File: src/hdl/assert_macros.svh
// Assertion macros shared by the RTL of the raster block.
// Each macro samples on i_clk and is disabled while i_rst_n is low.
`ifndef ASSERT_MACROS_SVH
`define ASSERT_MACROS_SVH

// Same-cycle implication.
`define RDF_ASSERT_NOW(lbl, ante, cons, msg) \
    lbl: assert property (@(posedge i_clk) disable iff (!i_rst_n) (ante) |-> (cons)) \
        else $error(msg);

// Next-cycle implication.
`define RDF_ASSERT_NEXT(lbl, ante, cons, msg) \
    lbl: assert property (@(posedge i_clk) disable iff (!i_rst_n) (ante) |=> (cons)) \
        else $error(msg);

`endif

File: src/hdl/rdf_fifo.sv
// Small register queue used between the front, the back and the result port.
// No dependencies; DEPTH must be a power of two, at least 2.
module rdf_fifo #(
    parameter int WIDTH = 8,
    parameter int DEPTH = 2
) (
    input  logic             i_clk,
    input  logic             i_rst_n,
    input  logic             i_wr,
    input  logic [WIDTH-1:0] i_data,
    input  logic             i_rd,
    output logic [WIDTH-1:0] o_data,
    output logic             o_empty,
    output logic             o_full
);
    localparam int PW = $clog2(DEPTH);

    logic [WIDTH-1:0] r_mem [DEPTH];
    logic [PW-1:0]    r_wp, r_rp;
    logic [PW:0]      r_cnt;
    logic             wr_ok, rd_ok;

    assign o_empty = (r_cnt == '0);
    assign o_full  = (r_cnt == (PW+1)'(DEPTH));
    assign wr_ok   = i_wr && !o_full;
    assign rd_ok   = i_rd && !o_empty;
    assign o_data  = r_mem[r_rp];

    // pointers and fill count
    always_ff @(posedge i_clk) begin
        if (!i_rst_n) begin
            r_wp  <= '0;
            r_rp  <= '0;
            r_cnt <= '0;
        end else begin
            if (wr_ok) r_wp <= r_wp + 1'b1;
            if (rd_ok) r_rp <= r_rp + 1'b1;
            if (wr_ok && !rd_ok)      r_cnt <= r_cnt + 1'b1;
            else if (rd_ok && !wr_ok) r_cnt <= r_cnt - 1'b1;
        end
    end

    // storage
    always_ff @(posedge i_clk) begin
        if (wr_ok) r_mem[r_wp] <= i_data;
    end
endmodule

File: config.mk
export PLATFORM = sky130hd
export DESIGN_NAME = rdf_fifo
export DESIGN_NICKNAME = d
export VERILOG_FILES = /design/src/hdl/assert_macros.svh /design/src/hdl/rdf_fifo.sv
export SDC_FILE = /design/constraint.sdc
export NUM_CORES = 1
export LEC_CHECK = 0
export BUFFER_PORTS_ARGS = -buffer_cell sky130_fd_sc_hd__buf_2
export CORE_MARGIN = 4
export CORE_UTILIZATION = 52
export CTS_CLUSTER_DIAMETER = 120
export DETAILED_ROUTE_END_ITERATION = 10
export PLACE_DENSITY_LB_ADDON = 0.15
export SYNTH_ARGS = -nofsm -noshare
export SYNTH_HDL_FRONTEND = slang
export SYNTH_SLANG_ARGS = --single-unit
File: constraint.sdc
create_clock -name i_clk -period 2.55 [get_ports i_clk]
set_clock_uncertainty 0.15 [all_clocks]
set_input_delay 0.1275 -clock i_clk [delete_from_list [all_inputs] [get_ports i_clk]]
set_output_delay 0.1275 -clock i_clk [all_outputs]
set_load 0.005 [all_outputs]
==> results of run 1 <==
==> how the worst max path moves through the flow <==
stage / end / slack [ns] / depth (start not counted)
3_3_place_gp: r_cnt[1] / 0.87 / 6
3_5_place_dp: r_cnt[1] / 0.81 / 6
4_1_cts: r_cnt[1] / 0.77 / 6
5_1_grt: r_cnt[1] / 0.64 / 6
2_1_floorplan: r_cnt[1] / 0.89 / 6
6_report: r_cnt[1] / 0.78 / 6
==> per-layer routing <==
metal	up-vias	track usage [%]
met2	14	27.5
li1	252	-
met1	233	17.5
met5	-	0
met4	0	6.63
met3	2	2.30
==> registers in the layout, indices dropped and copies added, names as in the netlist, named ones only <==
name,flops
r_rp,1
r_mem,16
r_wp,1
r_cnt,2
==> worst max-delay path, stage by stage, from the launching register on <==
cell	delay [ns]
dfxtp_1	0.36
nand2b_1	0.18
inv_1	0.12
nor2_1	0.05
ha_1	0.32
or3_1	0.37
a21oi_1	0.15
==> area by class of cell <==
class	instances	area share [%]
Timing Repair Buffer	30	18.8
Clock buffer	4	2.53
Inverter	3	1.08
Sequential cell	21	55.9
Tap cell	15	1.81
Multi-Input combinational cell	26	19.9
==> where the power goes <==
part	total [mW]	internal, mW	switching, mW
logic	0.258	0.142	0.116
clock network	0.159	0.0610	0.0978
registers	0.483	0.437	0.0458
total	0.900	0.640	0.260
==> metrics by stage <==
step | total power, mW | worst slack, ns | area, um2 | hold slack (ns)
5_1_grt | 0.964 | 0.642 | 1040 | 0.0398
4_1_cts | 0.903 | 0.773 | 1040 | 0.0295
6_report | 0.900 | 0.776 | 1040 | 0.0490
3_5_place_dp | 0.738 | 0.814 | 922 | 0.171
3_3_place_gp | 0.733 | 0.872 | 922 | 0.165
2_1_floorplan | 0.647 | 0.890 | 803 | 0.0764
==> cells by family after synthesis <==
logic type	after synthesis
XOR/XNOR	3
AND/OR/NAND/NOR	9
buffers and inverters	4
multiplexers	8
AO/OA/AOI/OAI	5
flip-flops	21
adder cells (fa/ha/maj)	1
==> layout by cell type (no fill, tap or decap) <==
cell type	instances
a21boi_0	1
or3_1	1
ha_1	1
edfxtp_1	16
mux2_2	8
nand2b_1	1
o21ai_0	2
buf_2	21
nor2_1	5
nor3_2	1
and3_1	1
clkbuf_1	1
dlygate4sd3_1	9
inv_1	3
clkbuf_4	3
xor2_1	3
dfxtp_1	5
o21a_1	1
a21oi_1	1
==> what timing repair did <==
item / 4_1_cts / 5_1_grt
gates resized for setup: 0 / 0
hold buffers: 9 / 0
hold endpoints to repair: 21 / 0
==> results.md, run 1 <==
- FF+latch count, synth: 21
- Worst setup startpoint: r_cnt[0]
- Worst Reg2Reg Path Length in Cells: 6
- Clock Tree Buf Depth: 2
- LEAKAGE: 0.426 nW
- Non-Filler Instances: 99
- Chip height: between 40 and 50 um
- RSZ-0062 raised after global routing: false
- Met1 wire length: about 570 um
- Fin crit share: a little under 70%
- Fin. Hold Viols: 0
- Worst EP required: roughly 2.6 ns
- Syn Area/Cell: 15.8 um2
- Commonest cells in the netlist: edfxtp_1 (16), mux2_2 (8), dfxtp_1 (5), nor2_1 (5)
- Count leader, synth: edfxtp_1
- Area share of the leading cell type in the synthesized netlist: about three fifths
- Met2 WL post-DR: between 700 and 800 um
- Gr usage total: approximately 15%
- Hold path depth: 3
- Peak VDD IR: 0.590 mV
- Share of cells above drive strength 1: around 39%
- Num rows: 13
- Minimum clock period after layout: 1.77 ns
- Fmax achieved: about 0.56 GHz
- PwrDens: 866 nW/um2
- Relative slew slack: 55.7%
- Final routed DRC violation total: 0
- Max-cap violations: 0
- Number of global-route vias before repair: between 500 and 600
- Die Wd: 47.3 um
- Worst Tran Pin Value: around 0.66 ns
- # nets final: 98
- Port Buffers: 21
- Layout fillers: about 100
- Floorplan Core Area: around 1400 um2
- Worst-Skew Late Latency: around 0.30 ns
- Simple-gate share of the synthesized area: 5.92%
- Library cells used by synthesis: 16
- CTS sink cnt: 21
- Final Core Density: between 70 and 80%
- Status: complete, no violations
- Initial DRC count: 9
- # H-tree levels: 1
- Largest net degree at the start of global routing: 12
- Vias: 501
- Min-delay src: i_wr
- Ant diodes: 0
- Dpl cells: 86
- Worst endpoint data arrival time: between 1.5 and 2 ns
- Critical path type: register to register
- Io pins: 22
- Yosys warning total: 0
- First-pass GRT wire length: roughly 2.2 mm
- CTS root buf: clkbuf_4
- Wire per inst: 14.2 um
- R2R Setup Slk: 0.78 ns
- Post-CTS setup buffer count: 0
- Mux cell area share after synthesis: 11.2%
- R2R Path Start: r_cnt[0]
- Max Slew Vio Count: 0
- Top FF cell, synth: edfxtp_1
- FFs w/ async S/R, synth: 0%
- Synth area leader: edfxtp_1
- Initial antenna violation count: 0
- Largest family of logic cells by synthesized area: multiplexers
- Drt first pass iters: 3
- Crit Path Max Fanout: 5
- Max layer used: met4
- Gr ovfl total: 0
- Multi-input logic area: between 200 and 250 um2
- CTS buffer count: 3
- Net Count, Synth: 64
- Starting Density: between 50% and 60%
- Compound-gate portion of the synthesized area: under 10%
- Antenna Nets Post-Route: 0
- Mapped Area: about 800 um2
- CP endpoint kind: register
- CTS tree: done
- Post-synthesis sequential area ratio: 72.3%
- EDFF count, synth: 16
- Post-Synth Adder-Cell Area: around 1.6%
- Final WL: ~1.4 mm
- HP Class: input port to register
- Routability cong.: 0.672
- RR Endpoint: r_cnt[1]
- Setup crit start kind: register
- Area Overhead vs Synth: 29.3%
- DR vias/cell: 5.06
- Synth Instances: between 50 and 60
- Hold Path Sink: r_wp
- Storage cell area: between 500 and 600 um2
- Die area: around 2200 um2
- Endpoints failing setup: 0
- Met3 wire length: 82 um
- Final setup TNS: 0 ns
- Synth area leaders: edfxtp_1 (60%), dfxtp_1 (12%), mux2_2 (11%)
- CTS clk-pin slew, worst paths: roughly 0.11 ns
- Synth Area in XOR/XNOR: between 3 and 4%
No activity file was read; power rests on OpenSTA's default activity.
==> run 2: changes to the inputs <==
Settings changed: CORE_UTILIZATION 52 to 44.
Clock period 2.55 ns to 1.5 ns, I/O delays scaled along.
==> run 2 against run 1 <==
The flow now finishes with violations (setup timing); routed wire length shrank 4.8%; critical path type unchanged; total power is 89% higher; clock power grew 57%; largest power group unchanged; combinational power increased by 140%; setup slack lost 0.84 ns; critical endpoint unchanged.
==> results.md, run 2 (synthesized netlist as in run 1, its figures left out) <==
- Final Cell Area: 1170 um2
- Num rows: 15
- RSZ-0062 raised after global routing: true
- CP endpoint kind: register
- Most frequent cells in the layout: buf_2 (21), edfxtp_1 (16), dlygate4sd3_1 (10), buf_4 (10), mux2_2 (8)
- # H-tree levels: 1
- Largest Register: r_mem
- R2R Path Start: r_cnt[0]
- Relative slew slack: between 80 and 90%
- Share of cells above drive strength 1: between 50% and 60%
- Pre-CTS setup slack: -0.0629 ns
- Initial DRC count: 2
- Post-DP HPWL: ~950 um
- Initial antenna violation count: 0
- Endpoints failing setup: 1
- DR vias/cell: roughly 4.4
- Final WL: ~1.3 mm
- Setup crit start kind: register
- Starting Density: 46.5%
- Failing checks: setup timing
- Fmax achieved: about 0.64 GHz
- Routability cong.: approximately 0.83
- Leading cell type in the layout, fill and taps excluded: buf_2
- CTS buffer count: 3
- CTS sink cnt: 21
- Worst Setup EP: r_cnt[1]
- Wire per inst: 11.2 um
- Number of global-route vias before repair: 542
- Ant diodes: 0
- Clock Tree Buf Depth: 2
- Chip height: approximately 51 um
- Critical path type: register to register
- Biggest regs: r_mem (16), r_cnt (2)
- Worst endpoint data arrival time: 1.64 ns
- Gr ovfl total: 0
- Area after DPL: ~1000 um2
- CTS tree: done
- Minimum clock period after layout: about 1.6 ns
- CTS clk-pin slew, worst paths: around 0.1 ns
- Worst Tran Pin Value: 0.210 ns
- Worst-Skew Late Latency: between 0.2 and 0.3 ns
- Final Core Density: 67.7%
- R2R Setup Slk: -0.06 ns
- Worst Reg2Reg Path Length in Cells: 7
- RR Endpoint: r_cnt[1]
- # nets final: between 100 and 150
- Min-delay src: i_rd
- Max-cap violations: 0
- Antenna Nets Post-Route: 0
- Area Overhead vs Synth: 45.5%
- Hold slack: between 0.1 and 0.15 ns
- Tot Pwr: about 1.7 mW
- Fin. Hold Viols: 0
- Worst setup startpoint: r_cnt[0]
- Max Slew Vio Count: 0
- Peak VDD IR: roughly 0.8 mV
- Largest register FFs: 16
- Floorplan Core Area: between 1500 and 2000 um2
- Crit Path Max Fanout: 3
- Fin crit share: 104%
- Gr usage total: roughly 12%
- HP Class: input port to register
- Worst EP required: 1.58 ns
- Worst setup margin: -0.0609 ns
- Vias: 528
- Port Buffers: 21
- PwrDens: between 1000 and 1500 nW/um2
- Largest net degree at the start of global routing: 12
- Die area: 2570 um2
- Status: complete, but fails checks
- Io pins: 22
- Final routed DRC violation total: 0
- Drt first pass iters: 2
- Die Wd: roughly 51 um
- CTS root buf: clkbuf_4
- LEAKAGE: 0.482 nW
- First-pass GRT wire length: roughly 2.3 mm
## run 2: cell count changes in the layout (fill, tap and decap cells not counted), sizes merged
| cell | delta |
|---|---|
| dlygate4sd3 | +1 |
| buf | +10 |
## run 2: what timing repair did
action | CTS | global route
hold buffers | 10 | 0
setup buffers | 1 | 0
endpoints found under the hold margin | 21 | 0
pin swaps | 2 | 1
setup endpoints to repair | 9 | 14
gates cloned | 0 | 0
gates resized for setup | 3 | 3
## run 2: worst min path at each step
stage	end	slack (ns)	cells past startpoint
final	r_rp	0.13	5
after global routing	r_rp	0.16	5
after CTS	r_rp	0.12	5
after detailed placement	r_mem[0][2]	0.12	1
after global placement	r_mem[0][0]	0.11	1
after floorplan	r_mem[0][0]	0.02	0
## run 2: worst max-delay path: stages, from the launching register on
cell,delay (ns)
dfxtp_2,0.34
nand2b_4,0.15
inv_4,0.05
nor2_2,0.03
ha_2,0.17
xor2_2,0.14
or3_1,0.35
a21oi_2,0.11
## run 2: power breakdown
group / leakage, nW / switching [mW] / internal (mW)
clock: 0.0150 / 0.146 / 0.103
sequential: 0.192 / 0.0715 / 0.753
combinational: 0.275 / 0.252 / 0.378
total: 0.482 / 0.470 / 1.23
## run 2: routing by layer
metal / vias to the layer above / GRT usage (%) / wire [um]
met1: 245 / 13.9 / 546
met2: 11 / 22.0 / 742
met3: 2 / 2.67 / 45
met4: 0 / 4.04 / 8
met5: - / 0 / 0
li1: 270 / - / -
## run 2: final cells by class
| cell class | count | area (um2) |
|---|---|---|
| Tap cell | 25 | 31.3 |
| Multi-Input combinational cell | 26 | 230 |
| Inverter | 3 | 13.8 |
| Clock buffer | 4 | 26.3 |
| Timing Repair Buffer | 41 | 280 |
| Sequential cell | 21 | 587 |
| Fill cell | 138 | 558 |
## run 2: stage by stage
step,cells,TNS [ns]
after global placement,105,-0.0183
after floorplan,51,-0.0430
after CTS,120,-0.0655
after global routing,120,-0.146
after detailed placement,105,-0.0629
final,120,-0.0609
