<file path="config.mk">
export PLATFORM = sky130hd
export DESIGN_NAME = rdf_front
export DESIGN_NICKNAME = d
export VERILOG_FILES = /design/src/hdl/assert_macros.svh /design/src/hdl/rdf_pkg.sv /design/src/hdl/rdf_fifo.sv /design/src/hdl/rdf_front.sv
export SDC_FILE = /design/constraint.sdc
export NUM_CORES = 1
export LEC_CHECK = 0
export BUFFER_PORTS_ARGS = -buffer_cell sky130_fd_sc_hd__buf_2
export CAP_MARGIN = 20
export CORE_ASPECT_RATIO = 0.6
export CORE_UTILIZATION = 39
export DETAILED_ROUTE_END_ITERATION = 8
export PLACE_DENSITY = 0.8
export SLEW_MARGIN = 15
export SYNTH_ARGS = -nofsm -noshare
export SYNTH_HDL_FRONTEND = slang
export SYNTH_SLANG_ARGS = --single-unit
export TNS_END_PERCENT = 20
</file>
<file path="constraint.sdc">
create_clock -name i_clk -period 2.6 [get_ports i_clk]
set_input_delay 0.26 -clock i_clk [delete_from_list [all_inputs] [get_ports i_clk]]
set_output_delay 0.26 -clock i_clk [all_outputs]
set_load 0.02 [all_outputs]
</file>
<file path="src/hdl/assert_macros.svh">
// Assertion macros shared by the RTL of the raster block.
// Each macro samples on i_clk and is disabled while i_rst_n is low.
`ifndef ASSERT_MACROS_SVH
`define ASSERT_MACROS_SVH

// Same-cycle implication.
`define RDF_ASSERT_NOW(lbl, ante, cons, msg) \
    lbl: assert property (@(posedge i_clk) disable iff (!i_rst_n) (ante) |-> (cons)) \
        else $error(msg);

// Next-cycle implication.
`define RDF_ASSERT_NEXT(lbl, ante, cons, msg) \
    lbl: assert property (@(posedge i_clk) disable iff (!i_rst_n) (ante) |=> (cons)) \
        else $error(msg);

`endif

</file>
<file path="src/hdl/rdf_pkg.sv">
// Shared types and constants of the raster draw and flood fill block.
// No dependencies; rdf_front, rdf_back and the top module import this package.
package rdf_pkg;

    localparam int          DEF_MAX_SIZE = 256;
    localparam int          SIZE_W       = 9;
    localparam int          COORD_IN_W   = 16;
    localparam int          CFG_IDX_W    = 2;
    localparam int          CMDQ_DEPTH   = 2;
    localparam int          RESQ_DEPTH   = 2;

    localparam logic [7:0]  COLOR_BLANK  = 8'd79;  // 'O'
    localparam logic [7:0]  COLOR_LO     = 8'd65;  // 'A'
    localparam logic [7:0]  COLOR_HI     = 8'd90;  // 'Z'
    localparam logic [SIZE_W-1:0] RESET_SIZE = 9'd250;

    localparam logic [CFG_IDX_W-1:0] CFG_WIDTH_IDX  = 2'd0;
    localparam logic [CFG_IDX_W-1:0] CFG_HEIGHT_IDX = 2'd1;

    typedef enum logic [2:0] {
        OP_CLEAR = 3'd0,
        OP_PIXEL = 3'd1,
        OP_VLINE = 3'd2,
        OP_HLINE = 3'd3,
        OP_RECT  = 3'd4,
        OP_FILL  = 3'd5,
        OP_READ  = 3'd6,
        OP_NONE  = 3'd7
    } t_op;

    // Classified command as it travels from the front to the back
    typedef struct packed {
        t_op        op;
        logic       ign;
        logic [7:0] paint;
    } t_cmd_ctl;

    typedef struct packed {
        logic [7:0] pix;
        logic       ign;
    } t_result;

    typedef struct packed {
        logic init_busy;
        logic busy;
        logic stack_empty;
    } t_back_stat;

    typedef enum logic [3:0] {
        ST_INIT,
        ST_IDLE,
        ST_WALK,
        ST_SEED,
        ST_POP,
        ST_TOP,
        ST_NB_RD,
        ST_NB_CHK,
        ST_DONE
    } t_bstate;

endpackage

</file>
<file path="src/hdl/rdf_fifo.sv">
// Small register queue used between the front, the back and the result port.
// No dependencies; DEPTH must be a power of two, at least 2.
module rdf_fifo #(
    parameter int WIDTH = 8,
    parameter int DEPTH = 2
) (
    input  logic             i_clk,
    input  logic             i_rst_n,
    input  logic             i_wr,
    input  logic [WIDTH-1:0] i_data,
    input  logic             i_rd,
    output logic [WIDTH-1:0] o_data,
    output logic             o_empty,
    output logic             o_full
);
    localparam int PW = $clog2(DEPTH);

    logic [WIDTH-1:0] r_mem [DEPTH];
    logic [PW-1:0]    r_wp, r_rp;
    logic [PW:0]      r_cnt;
    logic             wr_ok, rd_ok;

    assign o_empty = (r_cnt == '0);
    assign o_full  = (r_cnt == (PW+1)'(DEPTH));
    assign wr_ok   = i_wr && !o_full;
    assign rd_ok   = i_rd && !o_empty;
    assign o_data  = r_mem[r_rp];

    // pointers and fill count
    always_ff @(posedge i_clk) begin
        if (!i_rst_n) begin
            r_wp  <= '0;
            r_rp  <= '0;
            r_cnt <= '0;
        end else begin
            if (wr_ok) r_wp <= r_wp + 1'b1;
            if (rd_ok) r_rp <= r_rp + 1'b1;
            if (wr_ok && !rd_ok)      r_cnt <= r_cnt + 1'b1;
            else if (rd_ok && !wr_ok) r_cnt <= r_cnt - 1'b1;
        end
    end

    // storage
    always_ff @(posedge i_clk) begin
        if (wr_ok) r_mem[r_wp] <= i_data;
    end
endmodule

</file>
<file path="src/hdl/rdf_front.sv">
// Front end: validates and classifies each command and queues it for the back.
// Depends on rdf_pkg and rdf_fifo.
module rdf_front #(
    parameter int MAX_SIZE = rdf_pkg::DEF_MAX_SIZE,
    parameter int CW       = 8,
    parameter int QW       = 8
) (
    input  logic                          i_clk,
    input  logic                          i_rst_n,
    input  logic                          i_push,
    output logic                          o_full,
    input  logic [2:0]                    i_operation,
    input  logic [rdf_pkg::COORD_IN_W-1:0] i_x_first,
    input  logic [rdf_pkg::COORD_IN_W-1:0] i_y_first,
    input  logic [rdf_pkg::COORD_IN_W-1:0] i_x_second,
    input  logic [rdf_pkg::COORD_IN_W-1:0] i_y_second,
    input  logic [7:0]                    i_paint,
    input  logic [rdf_pkg::SIZE_W-1:0]    i_width,
    input  logic [rdf_pkg::SIZE_W-1:0]    i_height,
    input  logic                          i_hold,
    input  logic                          i_cmd_pop,
    output logic [QW-1:0]                 o_cmd_data,
    output logic                          o_cmd_empty
);
    import rdf_pkg::*;

    t_op           op;
    t_cmd_ctl      ctl;
    logic          size_ok, paint_ok, paints;
    logic          xf_ok, yf_ok, xs_ok, ys_ok;
    logic [CW-1:0] xf, yf, xs, ys;
    logic [CW-1:0] x0, y0, x1, y1;
    logic          q_full;

    assign op = t_op'(i_operation);

    // range checks against the canvas size
    assign size_ok  = (i_width != '0) && (32'(i_width) <= MAX_SIZE) &&
                      (i_height != '0) && (32'(i_height) <= MAX_SIZE);
    assign paint_ok = (i_paint >= COLOR_LO) && (i_paint <= COLOR_HI);
    assign paints   = (op == OP_PIXEL) || (op == OP_VLINE) || (op == OP_HLINE) ||
                      (op == OP_RECT) || (op == OP_FILL);
    assign xf_ok = (i_x_first  != '0) && (32'(i_x_first)  <= 32'(i_width));
    assign yf_ok = (i_y_first  != '0) && (32'(i_y_first)  <= 32'(i_height));
    assign xs_ok = (i_x_second != '0) && (32'(i_x_second) <= 32'(i_width));
    assign ys_ok = (i_y_second != '0) && (32'(i_y_second) <= 32'(i_height));

    // zero-based coordinates; only meaningful once checked
    assign xf = CW'(i_x_first  - 1'b1);
    assign yf = CW'(i_y_first  - 1'b1);
    assign xs = CW'(i_x_second - 1'b1);
    assign ys = CW'(i_y_second - 1'b1);

    // classify: ignore flag and ordered bounds
    always_comb begin
        ctl.op    = op;
        ctl.paint = i_paint;
        ctl.ign   = 1'b0;
        priority if (!size_ok)                                 ctl.ign = 1'b1;
        else if (paints && !paint_ok)                          ctl.ign = 1'b1;
        else if (op != OP_CLEAR && op != OP_NONE && !(xf_ok && yf_ok))
                                                               ctl.ign = 1'b1;
        else if (op == OP_VLINE && !ys_ok)                     ctl.ign = 1'b1;
        else if (op == OP_HLINE && !xs_ok)                     ctl.ign = 1'b1;
        else if (op == OP_RECT && !(xs_ok && ys_ok))           ctl.ign = 1'b1;
        else if (op == OP_NONE)                                ctl.ign = 1'b1;
        else                                                   ctl.ign = 1'b0;

        x0 = xf; x1 = xf; y0 = yf; y1 = yf;
        if (op == OP_HLINE || op == OP_RECT) begin
            x0 = (xf < xs) ? xf : xs;
            x1 = (xf < xs) ? xs : xf;
        end
        if (op == OP_VLINE || op == OP_RECT) begin
            y0 = (yf < ys) ? yf : ys;
            y1 = (yf < ys) ? ys : yf;
        end
    end

    assign o_full = q_full || i_hold;

    rdf_fifo #(.WIDTH(QW), .DEPTH(CMDQ_DEPTH)) u_cmdq (
        .i_clk   (i_clk),
        .i_rst_n (i_rst_n),
        .i_wr    (i_push && !o_full),
        .i_data  ({ctl, x0, y0, x1, y1}),
        .i_rd    (i_cmd_pop),
        .o_data  (o_cmd_data),
        .o_empty (o_cmd_empty),
        .o_full  (q_full)
    );
endmodule

</file>
==> flow_metrics.py <==
metrics = {
    "critical_path": {
        "cp.required_ns": 2.67,
        "crit_path_cell_trace": "buf_2 -> or4_4 -> nor4_4 -> xnor2_1 -> ha_1 -> a211oi_1 -> o211a_1 -> o31a_1 -> buf_4 -> mux2i_1",
        "cp_slowest_cell": "or4_4",
        "arrival_ns": 2.58,
        "cp_slowest_stage_delay_ns": 0.55,
        "setup.worst_path.end_class": "register",
        "cp_max_fo": 4,
        "crit_type": "in -> reg",
        "startpoint_type": "input pin",
    },
    "sta": {
        "skew_ns": 0.00185,
        "worst_slack_ns": 0.0960,
        "worstMarginPinSlew_ns": 0.791,
        "slew_violations": 0,
        "rsz0062_at_grt": "false",
        "fin_crit_sh": 0.963,
        "fmax_mhz": 399,
        "relSlewSlack": 0.471,
        "fin_crit_ns": 2.50,
        "hold_viol_final": 0,
        "finalSetupTns_ns": 0,
        "final-setup-viol-count": 0,
    },
    "final_layout": {
        "area_growth_pct": 24.2,
        "fillers": 301,
        "finalNonFillerCells": 207,
        "drive_gt1_frac": 0.346,
        "final_area_um2": 1650,
        "nets": 271,
        "antenna_cells": 0,
        "seq_area_um2": 581,
        "multi_input_area_um2": 694,
    },
    "floorplanning": {
        "fp.coreArea_um2": 3260,
        "initial_core_util": 0.408,
        "dieArea_um2": 3660,
        "die_w_um": 77.4,
        "die_h_um": 47.3,
        "rows": 16,
        "boundaryPins": 108,
    },
    "synthesis": {
        "synth_edf_count": 16,
        "syn_area_per_cell_um2": 11.2,
        "synth_area_um2": 1330,
        "synth_fp_nets": 227,
        "synth_top_family_by_area": "multiplexers",
        "yosysTopAreaCell": "edfxtp_1",
        "synthMostInstantiatedCell": "edfxtp_1",
        "async_flop_share": 0,
        "synth-adder-area-share": 0.0940,
        "synthFlopType": "edfxtp_1",
        "ys_types": 31,
        "synth_xor_area_frac": 0.105,
        "ys_seq_area_frac": 0.436,
        "ys_top_cells_by_count": "16 x edfxtp_1, 14 x inv_1, 10 x ha_1",
        "ys_ff_latch": 21,
        "synth_compound_area_frac": 0.0639,
        "synth_mux_area_frac": 0.128,
        "yosysWarningCount": 0,
        "syn_inst": 119,
        "synth-simple-area-share": 0.125,
        "synth_top_area_share": 0.361,
        "yosys-top-cells-area": "edfxtp_1 36%, ha_1 9.4%, dfxtp_1 7.5%",
    },
    "power": {
        "p_per_area_nw_per_um2": 660,
        "finalPower_mw": 1.09,
        "leakagePower_nw": 0.695,
        "ir_drop_uv": 269,
    },
    "clock_network": {
        "cts_tree": "built",
        "root_buffer": "clkbuf_8",
        "cts_buffers": 3,
        "clock_latency_ns": 0.26,
        "cts_hold_buf": 0,
        "htree_levels": 1,
        "clkSinkCount": 21,
        "clk_pin_slew_ns": 0.07,
        "clk_path_buf_depth": 2,
    },
    "route": {
        "route.met2.wl_mm": 1.33,
        "wl_mm": 2.69,
        "drc": 0,
        "drt_iter0_drc": 43,
        "wire_per_inst_um": 13.0,
        "dr_wl_met3_um": 104,
        "top_layer": "met4",
        "vias": 1009,
        "drt_pass1_iterations": 4,
        "drt-met1-wl_mm": 1.20,
        "viasPerCell": 4.87,
        "ant_nets": 0,
    },
    "grt": {
        "gr-usage-all-layers": 0.161,
        "grt_first_pass_wirelength_mm": 4.20,
        "antenna_found_initial": 0,
        "overflow": 0,
        "grt_pass1_vias": 1009,
        "grt_max_degree": 12,
    },
    "place": {
        "post-place-ws_ns": -0.205,
        "dp_hpwl_mm": 2.26,
        "postPlaceCellArea_um2": 1600,
        "place_congestion": 0.763,
        "io_buffers": 33,
        "placed_cells": 203,
    },
    "flow_run": {
        "maxCapViolCount": 0,
    },
    "worst_hold_path": {
        "hold_path.class": "in -> reg",
    },
    "outcome": {
        "status": "complete, no violations",
    },
}
## cell usage in the layout (no fill, tap or decap)
cell,n
buf_2,33
edfxtp_1,16
inv_1,14
ha_1,10
xnor2_1,9
mux2_2,8
buf_4,8
xor2_1,7
mux2i_1,6
nor2_1,5
dfxtp_1,5
nand2_1,4
nor3_1,4
and2_1,4
clkbuf_8,3
a211oi_1,2
nand3_1,2
a21oi_1,2
o21a_1,2
o21ai_0,2
mux2i_2,2
nor2b_1,2
nor4_1,1
or4_4,1
nor4_4,1
nor3b_1,1
nand4_1,1
nand2b_1,1
a2111oi_0,1
o211a_1,1
o31a_1,1
or3_1,1
a21boi_0,1
clkbuf_1,1
## worst max-delay path: cells and delay by family
kind / cells / cell delay, ns
xor gates and xnor gates: 1 / 0.18
AOI/OAI and AO/OA: 3 / 0.60
adders and majority gates: 1 / 0.28
muxes: 1 / 0.29
buffers and inverters: 2 / 0.25
and+or+nand+nor: 2 / 0.71
## what timing repair did
action                                  4_1_cts  5_1_grt
setup buffers                                 0        0
resized for setup                             0        2
hold endpoints to repair                      0        0
endpoints found under the setup margin        0        4
## registers in the layout (all words and copies together), names as in the netlist, named ones only
signal	flops
u_cmdq.r_rp	1
u_cmdq.r_wp	1
u_cmdq.r_mem	16
u_cmdq.r_cnt	2
## where the power goes
part           internal [mW]  leakage, nW  switching (mW)  total [mW]
Clock                  0.109       0.0228          0.0985       0.208
Combinational          0.195        0.485           0.221       0.416
Sequential             0.419        0.188          0.0482       0.468
Total                  0.723        0.695           0.368        1.09
## routing by layer
metal,vias to the layer above,GRT usage
met1,469,0.164
met3,6,0.0369
met5,-,0
li1,505,-
met2,29,0.313
met4,0,0.117
## stage by stage
stage          hold slack (ns)   util
3_5_place_dp             0.521  0.491
6_report                 0.257  0.507
4_1_cts                  0.251  0.505
2_1_floorplan            0.378      -
3_3_place_gp             0.513  0.491
5_1_grt                  0.261  0.507
## path summary, 6_finish.rpt
kind                    from                 end  slack [ns]  cells after the start
min reg2reg  u_cmdq.r_cnt[1]     u_cmdq.r_cnt[1]        0.57                      2
max reg2reg  u_cmdq.r_cnt[0]  u_cmdq.r_mem[0][4]        0.57                      3
max            i_y_second[0]  u_cmdq.r_mem[0][2]         0.1                     10
min                  i_rst_n         u_cmdq.r_wp        0.26                      2
## cell type report
class	instances	area share
Multi-Input combinational cell	82	0.420
Sequential cell	21	0.351
Timing Repair Buffer	41	0.136
Tap cell	45	0.0340
Inverter	14	0.0318
Clock buffer	4	0.0272
## logic make-up (layout without fill, tap and decap cells)
family,Yosys count,count (layout)
AOI/OAI and AO/OA,12,12
xor gates and xnor gates,16,16
adders and majority gates,10,10
buffers and inverters,16,59
DFF,21,21
muxes,16,16
and+or+nand+nor,28,28
(Power assumes the default switching activity.)
